**src/rtl/slfd_pkg.sv**
```systemverilog
// shared types, constants and the status-to-color table for the status led frame differ
// no dependencies
package slfd_pkg;

    localparam int unsigned STATUS_W   = 4;
    localparam int unsigned COLOR_W    = 2;
    localparam int unsigned SHOWN_W    = 3;
    localparam int unsigned LED_KEY_W  = 6;
    localparam int unsigned CFG_DATA_W = 64;
    localparam int unsigned CFG_IDX_W  = 1;
    localparam int unsigned COUNT_W    = 4;
    localparam int unsigned LEN_W      = 8;
    localparam int unsigned SUM_W      = 11;
    localparam int unsigned CX_W       = 8;
    localparam int unsigned CY_W       = 16;

    localparam logic OP_RECORD    = 1'b0;
    localparam logic OP_END_FRAME = 1'b1;

    localparam logic [CFG_IDX_W-1:0] CFG_COLUMN_COUNT   = 1'b0;
    localparam logic [CFG_IDX_W-1:0] CFG_COLUMN_LENGTHS = 1'b1;

    localparam logic [STATUS_W-1:0] ST_OFF          = 4'd0;
    localparam logic [STATUS_W-1:0] ST_ACTIVE       = 4'd1;
    localparam logic [STATUS_W-1:0] ST_INACTIVE     = 4'd2;
    localparam logic [STATUS_W-1:0] ST_UNKNOWN      = 4'd3;
    localparam logic [STATUS_W-1:0] ST_MIXED        = 4'd4;
    localparam logic [STATUS_W-1:0] ST_BLINK        = 4'd5;
    localparam logic [STATUS_W-1:0] ST_SEL_ON       = 4'd6;
    localparam logic [STATUS_W-1:0] ST_SEL_OFF      = 4'd7;
    localparam logic [STATUS_W-1:0] ST_CHOOSE_AVAIL = 4'd8;
    localparam logic [STATUS_W-1:0] ST_CHOOSE_USED  = 4'd9;
    localparam logic [STATUS_W-1:0] ST_CHOOSE_ACT   = 4'd10;

    localparam logic [COLOR_W-1:0] CLR_OFF   = 2'd0;
    localparam logic [COLOR_W-1:0] CLR_GRN   = 2'd1;
    localparam logic [COLOR_W-1:0] CLR_RED   = 2'd2;
    localparam logic [COLOR_W-1:0] CLR_AMBER = 2'd3;

    localparam logic [SHOWN_W-1:0] CLR_UNKNOWN = 3'd7;

    typedef struct packed {
        logic load;
        logic locx;
        logic locy;
        logic rec_rd;
        logic rec_wr;
        logic scan_init;
        logic scan_rd;
        logic flush;
    } ctrl_cmd_t;

    typedef struct packed {
        logic scan_end;
    } ctrl_stat_t;

    function automatic logic [COLOR_W-1:0] color_of(input logic [STATUS_W-1:0] st);
        logic [COLOR_W-1:0] c;
        unique case (st)
            ST_OFF:          c = CLR_OFF;
            ST_ACTIVE:       c = CLR_GRN;
            ST_INACTIVE:     c = CLR_RED;
            ST_UNKNOWN:      c = CLR_AMBER;
            ST_MIXED:        c = CLR_AMBER;
            ST_BLINK:        c = CLR_AMBER;
            ST_SEL_ON:       c = CLR_GRN;
            ST_SEL_OFF:      c = CLR_RED;
            ST_CHOOSE_AVAIL: c = CLR_RED;
            ST_CHOOSE_USED:  c = CLR_AMBER;
            ST_CHOOSE_ACT:   c = CLR_GRN;
            default:         c = CLR_OFF;
        endcase
        return c;
    endfunction

endpackage

```
**src/rtl/slfd_ctrl.sv**
```systemverilog
// control state machine: sequences record lookup/update and end-of-frame scan
// depends on slfd_pkg
module slfd_ctrl (
    input  logic                clk,
    input  logic                rst_n,
    input  logic                start,
    input  logic                op,
    output logic                busy,
    output slfd_pkg::ctrl_cmd_t cmd,
    input  slfd_pkg::ctrl_stat_t stat
);

    typedef enum logic [2:0] {
        S_IDLE,
        S_LOCX,
        S_LOCY,
        S_RD,
        S_WR,
        S_SCAN,
        S_FLUSH
    } state_t;

    state_t state_reg;
    state_t state_next;
    logic   busy_reg;

    always_comb
    begin
        cmd        = '0;
        state_next = state_reg;
        unique case (state_reg)
            S_IDLE:
            begin
                if (start)
                begin
                    cmd.load = 1'b1;
                    if (op == slfd_pkg::OP_END_FRAME)
                    begin
                        cmd.scan_init = 1'b1;
                        state_next    = S_SCAN;
                    end
                    else
                    begin
                        state_next = S_LOCX;
                    end
                end
            end
            S_LOCX:
            begin
                cmd.locx   = 1'b1;
                state_next = S_LOCY;
            end
            S_LOCY:
            begin
                cmd.locy   = 1'b1;
                state_next = S_RD;
            end
            S_RD:
            begin
                cmd.rec_rd = 1'b1;
                state_next = S_WR;
            end
            S_WR:
            begin
                cmd.rec_wr = 1'b1;
                state_next = S_IDLE;
            end
            S_SCAN:
            begin
                cmd.scan_rd = 1'b1;
                if (stat.scan_end)
                begin
                    state_next = S_FLUSH;
                end
            end
            S_FLUSH:
            begin
                cmd.flush  = 1'b1;
                state_next = S_IDLE;
            end
            default:
            begin
                state_next = S_IDLE;
            end
        endcase
    end

    always_ff @(posedge clk or negedge rst_n)
    begin
        if (!rst_n)
        begin
            state_reg <= S_IDLE;
            busy_reg  <= 1'b0;
        end
        else
        begin
            state_reg <= state_next;
            busy_reg  <= (state_next != S_IDLE);
        end
    end

    assign busy = busy_reg;

endmodule

```
**src/rtl/slfd_datapath.sv**
```systemverilog
// datapath: config registers, key locator, frame status and shown color stores, scan and output
// depends on slfd_pkg
module slfd_datapath #(
    parameter int unsigned KEY_COUNT  = 64,
    parameter int unsigned COLUMN_MAX = 8
) (
    input  logic                                  clk,
    input  logic                                  rst_n,
    input  slfd_pkg::ctrl_cmd_t                   cmd,
    output slfd_pkg::ctrl_stat_t                  stat,
    input  logic                                  cfg_write,
    input  logic [slfd_pkg::CFG_IDX_W-1:0]        cfg_index,
    input  logic [slfd_pkg::CFG_DATA_W-1:0]       cfg_data,
    input  logic                                  musical,
    input  logic signed [slfd_pkg::CX_W-1:0]      coord_x,
    input  logic signed [slfd_pkg::CY_W-1:0]      coord_y,
    input  logic                                  x_from_end,
    input  logic                                  y_from_end,
    input  logic [slfd_pkg::STATUS_W-1:0]         status_code,
    output logic                                  led_strobe,
    output logic [slfd_pkg::LED_KEY_W-1:0]        led_key,
    output logic [slfd_pkg::COLOR_W-1:0]          led_color,
    output logic                                  last_change
);

    localparam int unsigned AW   = (KEY_COUNT > 1) ? $clog2(KEY_COUNT) : 1;
    localparam int unsigned CW   = $clog2(KEY_COUNT + 1);
    localparam int unsigned CIW  = $clog2(COLUMN_MAX + 1);
    localparam int unsigned COLW = (COLUMN_MAX > 1) ? $clog2(COLUMN_MAX) : 1;
    localparam int unsigned XW   = 10;
    localparam int unsigned YW   = 18;

    // config
    logic [slfd_pkg::COUNT_W-1:0]    column_count_reg;
    logic [slfd_pkg::CFG_DATA_W-1:0] column_lengths_reg;

    // derived column geometry
    logic [slfd_pkg::LEN_W-1:0] col_len   [COLUMN_MAX];
    logic [slfd_pkg::SUM_W-1:0] prefix_next [COLUMN_MAX+1];
    logic [slfd_pkg::SUM_W-1:0] prefix_reg  [COLUMN_MAX+1];
    logic [CIW-1:0]             cols_next;
    logic [CIW-1:0]             cols_reg;
    logic [slfd_pkg::SUM_W-1:0] total_reg;

    // captured item
    logic                             musical_reg;
    logic signed [slfd_pkg::CX_W-1:0] coord_x_reg;
    logic signed [slfd_pkg::CY_W-1:0] coord_y_reg;
    logic                             x_from_end_reg;
    logic                             y_from_end_reg;
    logic [slfd_pkg::STATUS_W-1:0]    status_reg;

    // locator
    logic signed [XW-1:0] xs;
    logic signed [XW-1:0] colsx;
    logic signed [XW-1:0] xa;
    logic signed [XW-1:0] xm1;
    logic                 x_ok;
    logic                 x_ok_reg;
    logic [COLW-1:0]      col_reg;
    logic signed [YW-1:0] lim;
    logic signed [YW-1:0] ys;
    logic signed [YW-1:0] ya;
    logic signed [YW-1:0] base;
    logic signed [YW-1:0] k;
    logic                 hit;
    logic                 hit_reg;
    logic [AW-1:0]        key_reg;

    // stores
    logic [slfd_pkg::STATUS_W-1:0] fs_mem [KEY_COUNT];
    logic [slfd_pkg::SHOWN_W-1:0]  sc_mem [KEY_COUNT];
    logic [KEY_COUNT-1:0]          fs_vld_reg;
    logic [KEY_COUNT-1:0]          sc_vld_reg;
    logic [AW-1:0]                 rd_addr;
    logic                          rd_en;
    logic [slfd_pkg::STATUS_W-1:0] fs_rd_reg;
    logic                          fs_vrd_reg;
    logic [slfd_pkg::SHOWN_W-1:0]  sc_rd_reg;
    logic                          sc_vrd_reg;
    logic [slfd_pkg::STATUS_W-1:0] fs_cur;
    logic                          fs_we;
    logic [slfd_pkg::STATUS_W-1:0] fs_wdata;
    logic                          sc_we;
    logic [slfd_pkg::SHOWN_W-1:0]  sc_cur;
    logic [slfd_pkg::COLOR_W-1:0]  new_color;

    // scan
    logic [CW-1:0] cnt_reg;
    logic [CW-1:0] n_scan;
    logic          scan_end;
    logic          scan_vld_reg;
    logic [AW-1:0] scan_addr_reg;
    logic          change;

    // pending and output beat
    logic                         pend_vld_reg;
    logic [AW-1:0]                pend_key_reg;
    logic [slfd_pkg::COLOR_W-1:0] pend_color_reg;
    logic                         out_fire;
    logic                         led_strobe_reg;
    logic [AW-1:0]                led_key_reg;
    logic [slfd_pkg::COLOR_W-1:0] led_color_reg;
    logic                         last_reg;

    always_ff @(posedge clk or negedge rst_n)
    begin
        if (!rst_n)
        begin
            column_count_reg   <= slfd_pkg::COUNT_W'(1);
            column_lengths_reg <= '0;
        end
        else if (cfg_write)
        begin
            unique case (cfg_index)
                slfd_pkg::CFG_COLUMN_COUNT:
                    column_count_reg <= cfg_data[slfd_pkg::COUNT_W-1:0];
                slfd_pkg::CFG_COLUMN_LENGTHS:
                    column_lengths_reg <= cfg_data;
                default:
                begin
                end
            endcase
        end
    end

    always_comb
    begin
        prefix_next[0] = '0;
        for (int i = 0; i < COLUMN_MAX; i++)
        begin
            col_len[i]       = column_lengths_reg[slfd_pkg::LEN_W*i +: slfd_pkg::LEN_W];
            prefix_next[i+1] = prefix_next[i] + slfd_pkg::SUM_W'(col_len[i]);
        end
        cols_next = (column_count_reg > slfd_pkg::COUNT_W'(COLUMN_MAX))
                  ? CIW'(COLUMN_MAX) : CIW'(column_count_reg);
    end

    always_ff @(posedge clk)
    begin
        prefix_reg <= prefix_next;
        cols_reg   <= cols_next;
        total_reg  <= prefix_next[cols_next];
    end

    always_ff @(posedge clk)
    begin
        if (cmd.load)
        begin
            musical_reg    <= musical;
            coord_x_reg    <= coord_x;
            coord_y_reg    <= coord_y;
            x_from_end_reg <= x_from_end;
            y_from_end_reg <= y_from_end;
            status_reg     <= status_code;
        end
    end

    // column stage
    always_comb
    begin
        xs    = XW'(coord_x_reg);
        colsx = $signed(XW'(cols_reg));
        xa    = x_from_end_reg ? (colsx + XW'(1) - xs) : xs;
        xm1   = xa - XW'(1);
        x_ok  = musical_reg ? (xs == XW'(1))
                            : ((xa >= $signed(XW'(1))) && (xa <= colsx));
    end

    always_ff @(posedge clk)
    begin
        if (cmd.locx)
        begin
            x_ok_reg <= x_ok;
            col_reg  <= xm1[COLW-1:0];
        end
    end

    // row / key stage
    always_comb
    begin
        lim  = musical_reg ? $signed(YW'(total_reg)) : $signed(YW'(col_len[col_reg]));
        ys   = YW'(coord_y_reg);
        ya   = y_from_end_reg ? (lim + YW'(1) - ys) : ys;
        base = musical_reg ? '0 : $signed(YW'(prefix_reg[CIW'(col_reg)]));
        k    = base + ya - YW'(1);
        hit  = x_ok_reg && (ya >= $signed(YW'(1))) && (ya <= lim)
            && (k < $signed(YW'(KEY_COUNT))) && (status_reg != slfd_pkg::ST_OFF);
    end

    always_ff @(posedge clk)
    begin
        if (cmd.locy)
        begin
            key_reg <= k[AW-1:0];
        end
    end

    always_ff @(posedge clk or negedge rst_n)
    begin
        if (!rst_n)
        begin
            hit_reg <= 1'b0;
        end
        else if (cmd.locy)
        begin
            hit_reg <= hit;
        end
    end

    // scan control
    always_comb
    begin
        n_scan   = (total_reg >= slfd_pkg::SUM_W'(KEY_COUNT)) ? CW'(KEY_COUNT)
                                                              : CW'(total_reg);
        scan_end = (cnt_reg >= n_scan);
        rd_en    = cmd.rec_rd || (cmd.scan_rd && !scan_end);
        rd_addr  = cmd.scan_rd ? cnt_reg[AW-1:0] : key_reg;
    end

    always_ff @(posedge clk or negedge rst_n)
    begin
        if (!rst_n)
        begin
            cnt_reg      <= '0;
            scan_vld_reg <= 1'b0;
        end
        else
        begin
            scan_vld_reg <= cmd.scan_rd && !scan_end;
            if (cmd.scan_init)
            begin
                cnt_reg <= '0;
            end
            else if (cmd.scan_rd && !scan_end)
            begin
                cnt_reg <= cnt_reg + CW'(1);
            end
        end
    end

    always_ff @(posedge clk)
    begin
        scan_addr_reg <= cnt_reg[AW-1:0];
    end

    // record merge and color compare
    always_comb
    begin
        fs_cur    = fs_vrd_reg ? fs_rd_reg : slfd_pkg::ST_OFF;
        fs_we     = cmd.rec_wr && hit_reg && (fs_cur != status_reg);
        fs_wdata  = (fs_cur != slfd_pkg::ST_OFF) ? slfd_pkg::ST_MIXED : status_reg;
        sc_cur    = sc_vrd_reg ? sc_rd_reg : slfd_pkg::CLR_UNKNOWN;
        new_color = slfd_pkg::color_of(fs_cur);
        change    = scan_vld_reg && ({1'b0, new_color} != sc_cur);
        sc_we     = change;
        out_fire  = pend_vld_reg && (change || cmd.flush);
    end

    always_ff @(posedge clk)
    begin
        if (fs_we)
        begin
            fs_mem[key_reg] <= fs_wdata;
        end
        if (sc_we)
        begin
            sc_mem[scan_addr_reg] <= {1'b0, new_color};
        end
        if (rd_en)
        begin
            fs_rd_reg  <= fs_mem[rd_addr];
            fs_vrd_reg <= fs_vld_reg[rd_addr];
            sc_rd_reg  <= sc_mem[rd_addr];
            sc_vrd_reg <= sc_vld_reg[rd_addr];
        end
    end

    always_ff @(posedge clk or negedge rst_n)
    begin
        if (!rst_n)
        begin
            fs_vld_reg <= '0;
            sc_vld_reg <= '0;
        end
        else
        begin
            if (cmd.flush)
            begin
                fs_vld_reg <= '0;
            end
            else if (fs_we)
            begin
                fs_vld_reg[key_reg] <= 1'b1;
            end
            if (sc_we)
            begin
                sc_vld_reg[scan_addr_reg] <= 1'b1;
            end
        end
    end

    // one changed key held back so the final one can be marked
    always_ff @(posedge clk or negedge rst_n)
    begin
        if (!rst_n)
        begin
            pend_vld_reg   <= 1'b0;
            led_strobe_reg <= 1'b0;
        end
        else
        begin
            led_strobe_reg <= out_fire;
            if (cmd.scan_init || cmd.flush)
            begin
                pend_vld_reg <= 1'b0;
            end
            else if (change)
            begin
                pend_vld_reg <= 1'b1;
            end
        end
    end

    always_ff @(posedge clk)
    begin
        if (change)
        begin
            pend_key_reg   <= scan_addr_reg;
            pend_color_reg <= new_color;
        end
        if (out_fire)
        begin
            led_key_reg   <= pend_key_reg;
            led_color_reg <= pend_color_reg;
            last_reg      <= cmd.flush;
        end
    end

    assign stat.scan_end = scan_end;
    assign led_strobe    = led_strobe_reg;
    assign led_key       = slfd_pkg::LED_KEY_W'(led_key_reg);
    assign led_color     = led_color_reg;
    assign last_change   = last_reg;

endmodule

```
**src/rtl/status_led_frame_diff_core.sv**
```systemverilog
// top level of the status led frame differ: controller plus datapath
// depends on slfd_pkg, slfd_ctrl, slfd_datapath
//
// channel   | ports                                              | beat taken when
// ----------+----------------------------------------------------+------------------
// item in   | op musical coord_x coord_y x_from_end y_from_end   | start && !busy
//           | status_code                                        |
// result    | led_key led_color last_change                      | led_strobe
// config    | cfg_index cfg_data                                 | cfg_write
//
// a status record occupies the block from accept to the next accept:
// column stage, row/key stage, store read, store write
// end of frame scans n = min(keys, KEY_COUNT) keys, one store read per key through the single
// read port of each store, then flushes the held beat
// results come out during the scan with a one-cycle led_strobe each; the final one, with last_change, follows the flush
// reset clears control and valid bits and sets config to one column of zero length; no clearing pass is needed
// the receiver cannot stall: results are not held back
module status_led_frame_diff_core #(
    parameter int unsigned KEY_COUNT  = 64,
    parameter int unsigned COLUMN_MAX = 8
) (
    input  logic                                  clk,
    input  logic                                  rst_n,
    input  logic                                  start,
    output logic                                  busy,
    input  logic                                  op,
    input  logic                                  musical,
    input  logic signed [slfd_pkg::CX_W-1:0]      coord_x,
    input  logic signed [slfd_pkg::CY_W-1:0]      coord_y,
    input  logic                                  x_from_end,
    input  logic                                  y_from_end,
    input  logic [slfd_pkg::STATUS_W-1:0]         status_code,
    output logic                                  led_strobe,
    output logic [slfd_pkg::LED_KEY_W-1:0]        led_key,
    output logic [slfd_pkg::COLOR_W-1:0]          led_color,
    output logic                                  last_change,
    input  logic                                  cfg_write,
    input  logic [slfd_pkg::CFG_IDX_W-1:0]        cfg_index,
    input  logic [slfd_pkg::CFG_DATA_W-1:0]       cfg_data
);

    slfd_pkg::ctrl_cmd_t  cmd;
    slfd_pkg::ctrl_stat_t stat;

    slfd_ctrl u_ctrl (
        .clk   (clk),
        .rst_n (rst_n),
        .start (start),
        .op    (op),
        .busy  (busy),
        .cmd   (cmd),
        .stat  (stat)
    );

    slfd_datapath #(
        .KEY_COUNT  (KEY_COUNT),
        .COLUMN_MAX (COLUMN_MAX)
    ) u_datapath (
        .clk         (clk),
        .rst_n       (rst_n),
        .cmd         (cmd),
        .stat        (stat),
        .cfg_write   (cfg_write),
        .cfg_index   (cfg_index),
        .cfg_data    (cfg_data),
        .musical     (musical),
        .coord_x     (coord_x),
        .coord_y     (coord_y),
        .x_from_end  (x_from_end),
        .y_from_end  (y_from_end),
        .status_code (status_code),
        .led_strobe  (led_strobe),
        .led_key     (led_key),
        .led_color   (led_color),
        .last_change (last_change)
    );

endmodule

```
**config.mk**
```make
export PLATFORM = sky130hd
export DESIGN_NAME = status_led_frame_diff_core
export DESIGN_NICKNAME = d
export VERILOG_FILES = /design/src/rtl/slfd_pkg.sv /design/src/rtl/slfd_ctrl.sv /design/src/rtl/slfd_datapath.sv /design/src/rtl/status_led_frame_diff_core.sv
export SDC_FILE = /design/constraint.sdc
export NUM_CORES = 1
export LEC_CHECK = 0
export BUFFER_PORTS_ARGS = -buffer_cell sky130_fd_sc_hd__buf_2
export CAP_MARGIN = 10
export CORE_UTILIZATION = 30
export CTS_CLUSTER_DIAMETER = 100
export DETAILED_ROUTE_END_ITERATION = 10
export PLACE_DENSITY = 0.4
export RECOVER_POWER = 50
export SKIP_LAST_GASP = 1
export SYNTH_ARGS = -nofsm -noshare
export SYNTH_HDL_FRONTEND = slang
export SYNTH_SLANG_ARGS = --single-unit
```
**constraint.sdc**
```tcl
create_clock -name clk -period 8.1 [get_ports clk]
set_input_delay 0.405 -clock clk [delete_from_list [all_inputs] [get_ports clk]]
set_output_delay 0.405 -clock clk [all_outputs]
set_load 0.02 [all_outputs]
```
Word-level counts from Yosys, hierarchy flattened
Memory sizes are Yosys's and may differ from the RTL's. A register that Yosys moved wholly into a read port is not among the register bits.
Cells that the tools add are included.
{"block": "word_totals", "regBits": 380, "ramBits": 384, "mem_bits_ro": 32, "in_bits": 101, "output_inout_bits": 11, "word_cells": 166, "mem_count": 3}
{"name": "u_datapath.fs_mem", "words": 64, "width": 4, "rd": 1, "rd_clocked_by_memory_dff": 1, "write_ports": 1, "line": "slfd_datapath.sv:71", "rtl": "logic [slfd_pkg::STATUS_W-1:0] fs_mem [KEY_COUNT];"}
{"name": "u_datapath.sc_mem", "words": 64, "width": 2, "rd": 1, "rd_clocked_by_memory_dff": 1, "write_ports": 1, "line": "slfd_datapath.sv:72", "rtl": "logic [slfd_pkg::SHOWN_W-1:0] sc_mem [KEY_COUNT];"}
{"name": "(no name shown)", "words": 16, "width": 2, "rd": 1, "rd_clocked_by_memory_dff": 0, "write_ports": 0, "line": "slfd_pkg.sv:59", "rtl": "unique case (st)"}
{"block": "op_classes", "n_addsub": 15, "order_cmp": 16, "n_eq_ne": 9, "n_mux": 53, "bitwise": 6, "reduce_logical": 25}
{"op": "$mux 64", "count": 2}
{"op": "$or 64x64->64", "count": 2}
{"op": "$bmux 11 s4", "count": 2}
{"op": "$add 11x8->11", "count": 6}
{"op": "$mux 11", "count": 6}
{"op": "$bmux 8 s3", "count": 1}
{"op": "$mux 1", "count": 22}
{"op": "$lt 6x7->1 const B", "count": 3}
{"op": "$mux 7", "count": 3}
{"op": "$add 18x18->18", "count": 1}
{"op": "$add 18x2->18 const B", "count": 1}
{"op": "$ge 18x2->1 const B", "count": 1}
{"op": "$le 18x18->1", "count": 1}
{"op": "$lt 18x8->1 const B", "count": 1}
{"op": "$mux 18", "count": 1}
{"op": "$sub 18x16->18", "count": 1}
{"op": "$sub 18x2->18 const B", "count": 1}
{"op": "$mux 8", "count": 2}
{"op": "$pmux 3 s5", "count": 1}
{"op": "$bmux 1 s6", "count": 2}
{"op": "$demux 1 s6", "count": 2}
{"op": "$ge 6x1->1 const B", "count": 2}
{"op": "$logic_and 1x1->1", "count": 12}
{"op": "$mux 3", "count": 4}
{"op": "32 further kinds", "count": 44}

Longest topological paths before layout
Gate-level depths: netlist of run 1.
{"block": "logic_depth", "ltp_word": 13, "ltp_mapped": 33}

Hierarchy
From an unflattened synthesis of run 1, not the netlist that was laid out.
{"block": "unflattened", "cells_unflattened": 2701, "hier_area_um2": 35625.4}
{"mod": "slfd_datapath", "n_inst": 1, "cells_each": 2673, "area_per_inst_um2": 35350.2}
{"mod": "slfd_ctrl", "n_inst": 1, "cells_each": 28, "area_per_inst_um2": 275.3}

Worst setup path after synthesis of run 1
OpenSTA, ideal clock, no wires.
{"block": "synth_timing", "path_kind": "reg-to-reg", "startpoint": "register u_datapath.column_lengths_reg[0] in the netlist's numbering", "endpoint": "register u_datapath.total_reg[8] in the netlist's numbering", "setup_time_ns": 0.131, "arrival_ns": 5.956, "t_required_ns": 7.969, "path_slack_ns": 2.013, "path_stages_with_launch": 34, "path_buffers": 0, "period_less_slack_ns": 6.087, "path_cell_list": "dfrtp_1 ha_1 inv_1 fa_1 nor2b_1 o31a_1 a21oi_1 ha_1 o21ai_0 nor2_1 nor2_1 ha_1 o21a_1 o31a_1 a21oi_1 ha_1 o21a_1 o31a_1 a21oi_1 ha_1 a21boi_0 o21ai_0 nor2b_1 xnor2_1 ha_1 or3_1 o21ai_0 a21oi_1 nand2_1 mux2i_1 o32ai_1 xor2_1 a221oi_1 a21oi_1"}
{"element": "start: declaration", "line": "slfd_datapath.sv:35", "rtl": "logic [slfd_pkg::CFG_DATA_W-1:0] column_lengths_reg;"}
{"element": "start signal: assignment", "line": "slfd_datapath.sv:119", "rtl": "column_lengths_reg <= cfg_data;"}
{"element": "end signal: assignment", "line": "slfd_datapath.sv:143", "rtl": "total_reg <= prefix_next[cols_next];"}
{"element": "end: declaration", "line": "slfd_datapath.sv:43", "rtl": "logic [slfd_pkg::SUM_W-1:0] total_reg;"}

==> results of run 1 <==
==> critical path: cells and delay by family, from the launching register on <==
family          cells  cell delay, ps
mux                 1             210
compound gates     16            2570
buf+inv             1              50
flops               1             390
fa+ha+maj           7            2250
simple gates        6            1230
xor+xnor            2             370
==> area by class of cell <==
cell class                      count  area (um^2)  share of cell area
Antenna cell                        1         2.50           0.0000603
Inverter                          135          507              0.0122
Clock buffer                      114         2410              0.0582
Tap cell                         1524         1910              0.0460
Multi-Input combinational cell   1662        13700               0.331
Clock inverter                     52          544              0.0131
Sequential cell                   753        20600               0.498
Timing Repair Buffer              241         1740              0.0419
==> per-stage QoR <==
step,cells,hold slack [ps],instance area [um^2],utilization
floorplan,2664,109,35200,-
global placement,4220,401,37700,0.324
detailed placement,4220,405,37700,0.324
CTS,4481,4.72,41600,0.357
global route,4481,44.7,41500,0.356
finish,4482,67.6,41500,0.356
==> final timing paths <==
| check | slack [ps] | from | cells past startpoint | endpoint |
|---|---|---|---|---|
| min in group asynchronous | 2060 | rst_n | 2 | u_datapath.fs_vld_reg[19]$_DFFE_PN0P_ |
| min reg2reg | 420 | u_datapath.pend_key_reg[1]$_DFFE_PP_ | 0 | u_datapath.led_key[1]$_DFFE_PP_ |
| max in group asynchronous | 1760 | rst_n | 3 | u_datapath.sc_vld_reg[35]$_DFFE_PN0P_ |
| max | 870 | u_datapath.column_lengths_reg[0]$_DFFE_PN0P_ | 33 | u_datapath.total_reg[8]$_DFF_P_ |
| min | 70 | cfg_data[46] | 2 | u_datapath.column_lengths_reg[46]$_DFFE_PN0P_ |
| max reg2reg | 870 | u_datapath.column_lengths_reg[0]$_DFFE_PN0P_ | 33 | u_datapath.total_reg[8]$_DFF_P_ |
==> what timing repair did <==
action,4_1_cts,5_1_grt
hold buffers,95,0
buffers inserted,0,0
endpoints found under the hold margin,166,0
==> layer usage <==
layer | global-route usage | wire (um) | up-vias
li1 | - | - | 10300
met1 | 0.230 | 46100 | 11300
met2 | 0.282 | 47600 | 436
met3 | 0.0218 | 3460 | 115
met4 | 0.0470 | 2160 | 0
met5 | 0 | 0 | -
==> logic make-up after synthesis <==
group | Yosys count | synth area share
AND/OR/NAND/NOR | 750 | 0.0986
buffers and inverters | 249 | 0.0273
AO/OA/AOI/OAI | 408 | 0.0762
multiplexers | 269 | 0.135
XOR/XNOR | 82 | 0.0206
flip-flops | 753 | 0.585
adder cells (fa/ha/maj) | 153 | 0.0564
==> placed cells by master, fill, tap and decap left out, drive strengths merged, types with 8 or more instances in the layout <==
master         n
xor2          20
clkinv        37
ha           143
a211oi        54
o21bai        11
o21a          20
a31oi         24
a311oi        17
fa            10
mux4         158
and3          11
nor2         333
or3           12
o21ai         86
buf          115
dlygate4sd3   95
mux2i         32
dfrtp        210
clkbuf       145
edfxtp       450
nor2b         29
mux2          79
inv          139
xnor2         62
or2           68
nand3b        11
a211o          8
nor3          11
a221oi        11
and2          38
nand3         19
a21oi         94
a21o          25
nand2b        14
dfxtp         92
nand2        168
==> results.json, run 1 <==
{
  "drv_cap": 10,
  "dpl_worst_slack_ps": 1020,
  "antenna_found_initial": 3,
  "final-max-slew-violation-count": 740,
  "wl_per_cell_um": 22.2,
  "setup_tns_ps": 0,
  "synth_cells": 2664,
  "antenna_left": 0,
  "firstDrtPassIters": 5,
  "period_needed_ps": 7230,
  "required_ps": 8590,
  "layout_setup_ws_ps": 874,
  "arrival_ps": 7710,
  "synth-edff-count": 450,
  "cts_buffers": 89,
  "synth_common_cells": "450 x edfxtp_1, 333 x nor2_1, 210 x dfrtp_1, 168 x nand2_1, 158 x mux4_2",
  "synthesis.area_um2": 35200,
  "crit_top_cell": "ha_1",
  "grt_pass1_wl_um": 150000,
  "violations": "capacitance limit, slew limit",
  "die_width_um": 345,
  "cts_tree": "yes",
  "grt_usage": 0.169,
  "globalRouteOverflowTotal": 0,
  "status": "finished, violations left",
  "row_count": 125,
  "ys_seq_area_frac": 0.585,
  "fin_crit_sh": 0.892,
  "grt_pass1_vias": 23400,
  "synth_warnings": 0,
  "relSlewSlack": -2.26,
  "drive_above_1_share": 0.199,
  "synth_top_cell_by_area": "edfxtp_1",
  "drt-total-wl_um": 99300,
  "synth.area.top_cells": "edfxtp_1 38%, dfrtp_1 15%, mux4_2 10%",
  "synth_seq_cells": 753,
  "start_util": 0.303,
  "hpwl_um": 67500,
  "cts_resized": 0,
  "largest_reg_flops": 256,
  "hold_viol": 0,
  "critPathKind": "reg2reg",
  "io_buffers": 111,
  "die-area_um2": 119000,
  "vias_per_cell": 4.95,
  "insertion_delay_ps": 670,
  "avgSynthCellArea_um2": 13.2,
  "post-synth-top-count-cell": "edfxtp_1",
  "syn_nets": 2918,
  "max_slew.worst_pin.slew_ps": 4890,
  "fin_nets": 3136,
  "ys.flop_type": "edfxtp_1",
  "grt_max_degree": 144,
  "drtIter0Drc": 1347,
  "critPathMaxFanout": 5,
  "syn_to_final_growth_pct": 17.7,
  "setup_viol": 0,
  "synthArstFlopShare": 0.280,
  "cpPeakStageDelay_ps": 410,
  "holdCritPathClass": "in2reg",
  "worst_setup_path_end_kind": "register",
  "worstSetupStartpointType": "register",
  "crit_slowest_cell": "fa_1",
  "max_freq_mhz": 138,
  "ctsHtreeMaxLevel": 3,
  "rsz0062_at_grt": "false",
  "core_area_um2": 116000,
  "cts_root_buf": "clkbuf_16",
  "synth_top_area_frac": 0.383,
  "path_clk_slew_ps": 60,
  "vias": 22200,
  "ios": 112,
  "clock-sinks": 753,
  "finClkSkew_ps": 27.4,
  "cts_buffer_depth": 3,
  "drc_errors": 0,
  "gp_congestion": 0.811,
  "die_h_um": 345,
  "ys_types": 82,
  "nFillCells": 11400
}
Power of run 1 is left out: the tool's default activity adds up to more than one toggle a clock period on the data nets, which glitch-free logic cannot reach.
==> run 2: changes to the inputs <==
CORE_MARGIN = 3   (was default)
==> run 2 against run 1 <==
Compared with the run above:
- flip-flop and latch count did not move
- clock skew rose by 0.52 ps
- the flow still finishes with violations (capacitance limit, slew limit)
- routed wire length rose by 0.59%
- count of clock-buffer cells in the layout rose by 9
==> results.json, run 2 (same netlist as run 1, synthesis figures left out) <==
{
  "setup_viol": 0,
  "firstDrtPassIters": 5,
  "worstSetupStartpointType": "register",
  "setup_tns_ps": 0,
  "die_h_um": 349,
  "grt_pass1_wl_um": 152000,
  "wl_per_cell_um": 22.3,
  "die-area_um2": 122000,
  "period_needed_ps": 7190,
  "hpwl_um": 68400,
  "row_count": 125,
  "ctsHtreeMaxLevel": 3,
  "worst_setup_path_end_kind": "register",
  "critPathMaxFanout": 5,
  "arrival_ps": 7670,
  "cts_buffer_depth": 3,
  "cts_root_buf": "clkbuf_16",
  "relSlewSlack": -2.22,
  "start_util": 0.303,
  "status": "finished, violations left",
  "critPathKind": "reg2reg",
  "mostFrequentLayoutCell": "edfxtp_1",
  "worst_r2r_path_depth": 33,
  "most-common-layout-cells": "450 x edfxtp_1, 333 x nor2_1, 210 x dfrtp_1",
  "final-max-slew-violation-count": 604,
  "holdPathStages": 2,
  "grt_pass1_vias": 23800,
  "finClkSkew_ps": 28.0,
  "ios": 112,
  "drv_cap": 11,
  "place_inst": 4220,
  "io_buffers": 111,
  "antenna_found_initial": 2,
  "required_ps": 8580,
  "rr_startpoint": "u_datapath.column_lengths_reg[0]$_DFFE_PN0P_",
  "grt_max_degree": 73,
  "vias": 22200,
  "grt_usage": 0.166,
  "gp_congestion": 0.828,
  "diodes": 0,
  "largest_reg_flops": 256,
  "insertion_delay_ps": 650,
  "drt-total-wl_um": 99900,
  "syn_to_final_growth_pct": 17.5,
  "globalRouteOverflowTotal": 0,
  "fin_nets": 3132,
  "cts_buffers": 90,
  "drtIter0Drc": 1765,
  "rsz0062_at_grt": "false",
  "drc_errors": 0,
  "holdCritPathClass": "in2reg",
  "vias_per_cell": 4.96,
  "hold_viol": 0,
  "die_width_um": 349,
  "path_clk_slew_ps": 60,
  "max_slew.worst_pin.slew_ps": 4830,
  "multi_input_area_um2": 13700,
  "drive_above_1_share": 0.199,
  "cpPeakStageDelay_ps": 410,
  "fin_cells": 4480,
  "crit_top_cell": "ha_1",
  "max_freq_mhz": 139,
  "core_area_um2": 116000,
  "r2r_setup_slack_ps": 910,
  "antenna_left": 0,
  "clock-sinks": 753,
  "crit_path_end": "u_datapath.total_reg[8]$_DFF_P_",
  "cts_tree": "yes",
  "violations": "capacitance limit, slew limit",
  "rr_endpoint": "u_datapath.total_reg[8]$_DFF_P_",
  "crit_slowest_cell": "dfrtp_1",
  "fin_crit_sh": 0.887,
  "post_cts_buffers": 0,
  "nFillCells": 11400,
  "startpoint": "u_datapath.column_lengths_reg[0]$_DFFE_PN0P_",
  "seqCellArea_um2": 20600
}
## run 2: changes by cell type in the layout (fill, tap and decap cells not counted), moves of 3 or more
cell,before,now
bufinv_16,7,3
clkinvlp_4,4,7
dlygate4sd3_1,95,90
clkbuf_8,7,13
clkbuf_16,90,93
buf_2,93,89
## run 2: metal layers
| layer | track usage | vias to the layer above | share of wire |
|---|---|---|---|
| met5 | 0 | - | 0 |
| met4 | 0.0557 | 0 | 0.031 |
| met3 | 0.0280 | 132 | 0.047 |
| met2 | 0.271 | 530 | 0.47 |
| met1 | 0.225 | 11200 | 0.45 |
| li1 | - | 10300 | - |
## run 2: final cells by class
| type | instances | area share |
|---|---|---|
| Clock inverter | 47 | 0.00891 |
| Clock buffer | 123 | 0.0621 |
| Sequential cell | 753 | 0.498 |
| Timing Repair Buffer | 236 | 0.0410 |
| Multi-Input combinational cell | 1662 | 0.331 |
| Inverter | 135 | 0.0122 |
| Tap cell | 1524 | 0.0461 |
## run 2: worst min-delay path by stage
| stage | start | endpoint |
|---|---|---|
| detailed placement | u_datapath.pend_key_reg[3]$_DFFE_PP_ | u_datapath.led_key[3]$_DFFE_PP_ |
| CTS | cfg_data[38] | u_datapath.column_lengths_reg[38]$_DFFE_PN0P_ |
| floorplan | rst_n | u_ctrl.busy$_DFF_PN0_ |
| finish | cfg_data[39] | u_datapath.column_lengths_reg[39]$_DFFE_PN0P_ |
| global placement | u_datapath.pend_key_reg[3]$_DFFE_PP_ | u_datapath.led_key[3]$_DFFE_PP_ |
| global route | cfg_data[46] | u_datapath.column_lengths_reg[46]$_DFFE_PN0P_ |
## run 2: critical path: cells and delay by family (launching register included)
kind | cells | cell delay, ps
compound gates | 16 | 2530
fa+ha+maj | 7 | 2250
simple gates | 6 | 1230
flops | 1 | 410
xor+xnor | 2 | 360
mux | 1 | 180
buf+inv | 1 | 60
## run 2: timing repair
item	4_1_cts	5_1_grt
resized for setup	0	0
endpoints found under the hold margin	162	0
hold buffers	90	0
## run 2: per-stage QoR
stage	worst slack, ps	hold WS (ps)	area [um^2]	util
2_1_floorplan	2010	109	35200	-
3_3_place_gp	1140	413	37700	0.324
3_5_place_dp	1030	405	37700	0.324
4_1_cts	999	3.13	41500	0.357
5_1_grt	317	26.1	41400	0.356
6_report	912	54.5	41400	0.356
Power of run 2 is left out for the same reason.
==> run 3: changes to the inputs <==
CORE_UTILIZATION = 55   (was 30)
PLACE_DENSITY = 0.68   (was 0.4)
==> run 3 against run 2 <==
Compared with the run above:
- the run still ends with capacitance limit, slew limit left
- core utilization up 28 points
- maximum frequency down 0.17%
- die area down 45%
- register-to-register slack about the same
- critical path depth down 3
==> results.json, run 3 (same netlist as run 1, synthesis figures left out) <==
{
  "status": "finished, violations left",
  "violations": "capacitance limit, slew limit",
  "fin_nets": 3088,
  "arrival_ps": 7640,
  "path_clk_slew_ps": 60,
  "vias_per_cell": 6.00,
  "drt-total-wl_um": 87200,
  "die_width_um": 259,
  "period_needed_ps": 7200,
  "rr_startpoint": "u_datapath.column_lengths_reg[0]$_DFFE_PN0P_",
  "critPathMaxFanout": 5,
  "top_layer": "met4",
  "start_util": 0.558,
  "ios": 112,
  "wl_per_cell_um": 23.3,
  "path_depth": 30,
  "rsz0062_at_grt": "false",
  "required_ps": 8540,
  "gp_congestion": 0.918,
  "hp-start": "cfg_data[56]",
  "die_h_um": 259,
  "fin_crit_sh": 0.889,
  "final-max-slew-violation-count": 538,
  "hpwl_um": 59200,
  "dr_wl_met2_um": 43500,
  "worstSetupStartpointType": "register",
  "critPathKind": "reg2reg",
  "wl_met3_um": 5290,
  "worst_r2r_path_depth": 30,
  "cts_buffer_depth": 3,
  "drv_cap": 8,
  "setup_tns_ps": 0,
  "vias": 22500,
  "crit_top_cell": "ha_1",
  "worst_setup_path_end_kind": "register",
  "critPathBufInv": 2,
  "antenna_found_initial": 0,
  "syn_to_final_growth_pct": 13.2,
  "mostFrequentLayoutCell": "edfxtp_1",
  "row_count": 92,
  "cts_tree": "yes",
  "holdPathStages": 2,
  "place_inst": 3538,
  "cpPeakStageDelay_ps": 480,
  "largest_reg_flops": 256,
  "io_buffers": 111,
  "holdCritPathClass": "in2reg",
  "cts_buffers": 79,
  "wl_met1_um": 35400,
  "drc_errors": 0,
  "setup_viol": 0,
  "max_slew.worst_pin.slew_ps": 5970,
  "clock-sinks": 753,
  "firstDrtPassIters": 6,
  "drtIter0Drc": 1840,
  "grt_pass1_vias": 23300,
  "startpoint": "u_datapath.column_lengths_reg[0]$_DFFE_PN0P_",
  "grt_usage": 0.263,
  "grt_pass1_wl_um": 135000,
  "globalRouteOverflowTotal": 0,
  "critPathTopFamily": "adder cells",
  "max_freq_mhz": 139,
  "most-common-layout-cells": "450 x edfxtp_1, 333 x nor2_1, 210 x dfrtp_1",
  "grt_max_degree": 99,
  "relSlewSlack": -2.98,
  "crit_slowest_cell": "o21ai_0",
  "core_area_um2": 63200,
  "antenna_left": 0,
  "fin_cells": 3746,
  "insertion_delay_ps": 620,
  "finClkSkew_ps": 21.7,
  "cts_resized": 0,
  "diodes": 0,
  "drive_above_1_share": 0.194,
  "ctsHtreeMaxLevel": 3,
  "hold_viol": 0,
  "post_cts_buffers": 0,
  "nFillCells": 4724,
  "die-area_um2": 67200,
  "cts_root_buf": "clkbuf_16"
}
==> run 3: metrics by stage <==
step	instance area, um^2	hold WS, ps	util	setup WS [ps]
finish	39900	11.4	0.631	899
global route	39900	9.53	0.631	260
CTS	40000	0.137	0.633	996
detailed placement	36700	412	0.581	1040
global placement	36700	411	0.581	1240
floorplan	35200	109	-	2010
==> run 3: cell type report <==
cell class,instances,area (um^2),share of cell area
timing repair buffer,203,1340,0.0335
tap,846,1060,0.0265
clock buffer,114,2300,0.0578
clock inverter,33,343,0.00859
inverter,135,507,0.0127
multi-input combinational,1662,13700,0.344
sequential,753,20600,0.517
==> run 3: repair_timing <==
item                       4_1_cts  5_1_grt
hold endpoints to repair       154        0
setup endpoints to repair        0        0
hold buffers                    59        0
==> run 3: routing by layer <==
| metal | vias up | GRT usage |
|---|---|---|
| met5 | - | 0 |
| met3 | 166 | 0.0429 |
| met4 | 0 | 0.0956 |
| met2 | 700 | 0.448 |
| met1 | 11400 | 0.343 |
| li1 | 10200 | - |
==> run 3: final timing paths <==
path / end / slack, ps
setup / recovery: u_datapath.total_reg[8]$_DFF_P_ / 900
hold / removal: u_datapath.column_lengths_reg[56]$_DFFE_PN0P_ / 10
setup reg to reg: u_datapath.total_reg[8]$_DFF_P_ / 900
hold reg to reg: u_datapath.led_key[5]$_DFFE_PP_ / 430
max in group asynchronous: u_datapath.column_lengths_reg[63]$_DFFE_PN0P_ / 1630
min in group asynchronous: u_datapath.fs_vld_reg[15]$_DFFE_PN0P_ / 2590
Power of run 3 is left out for the same reason.
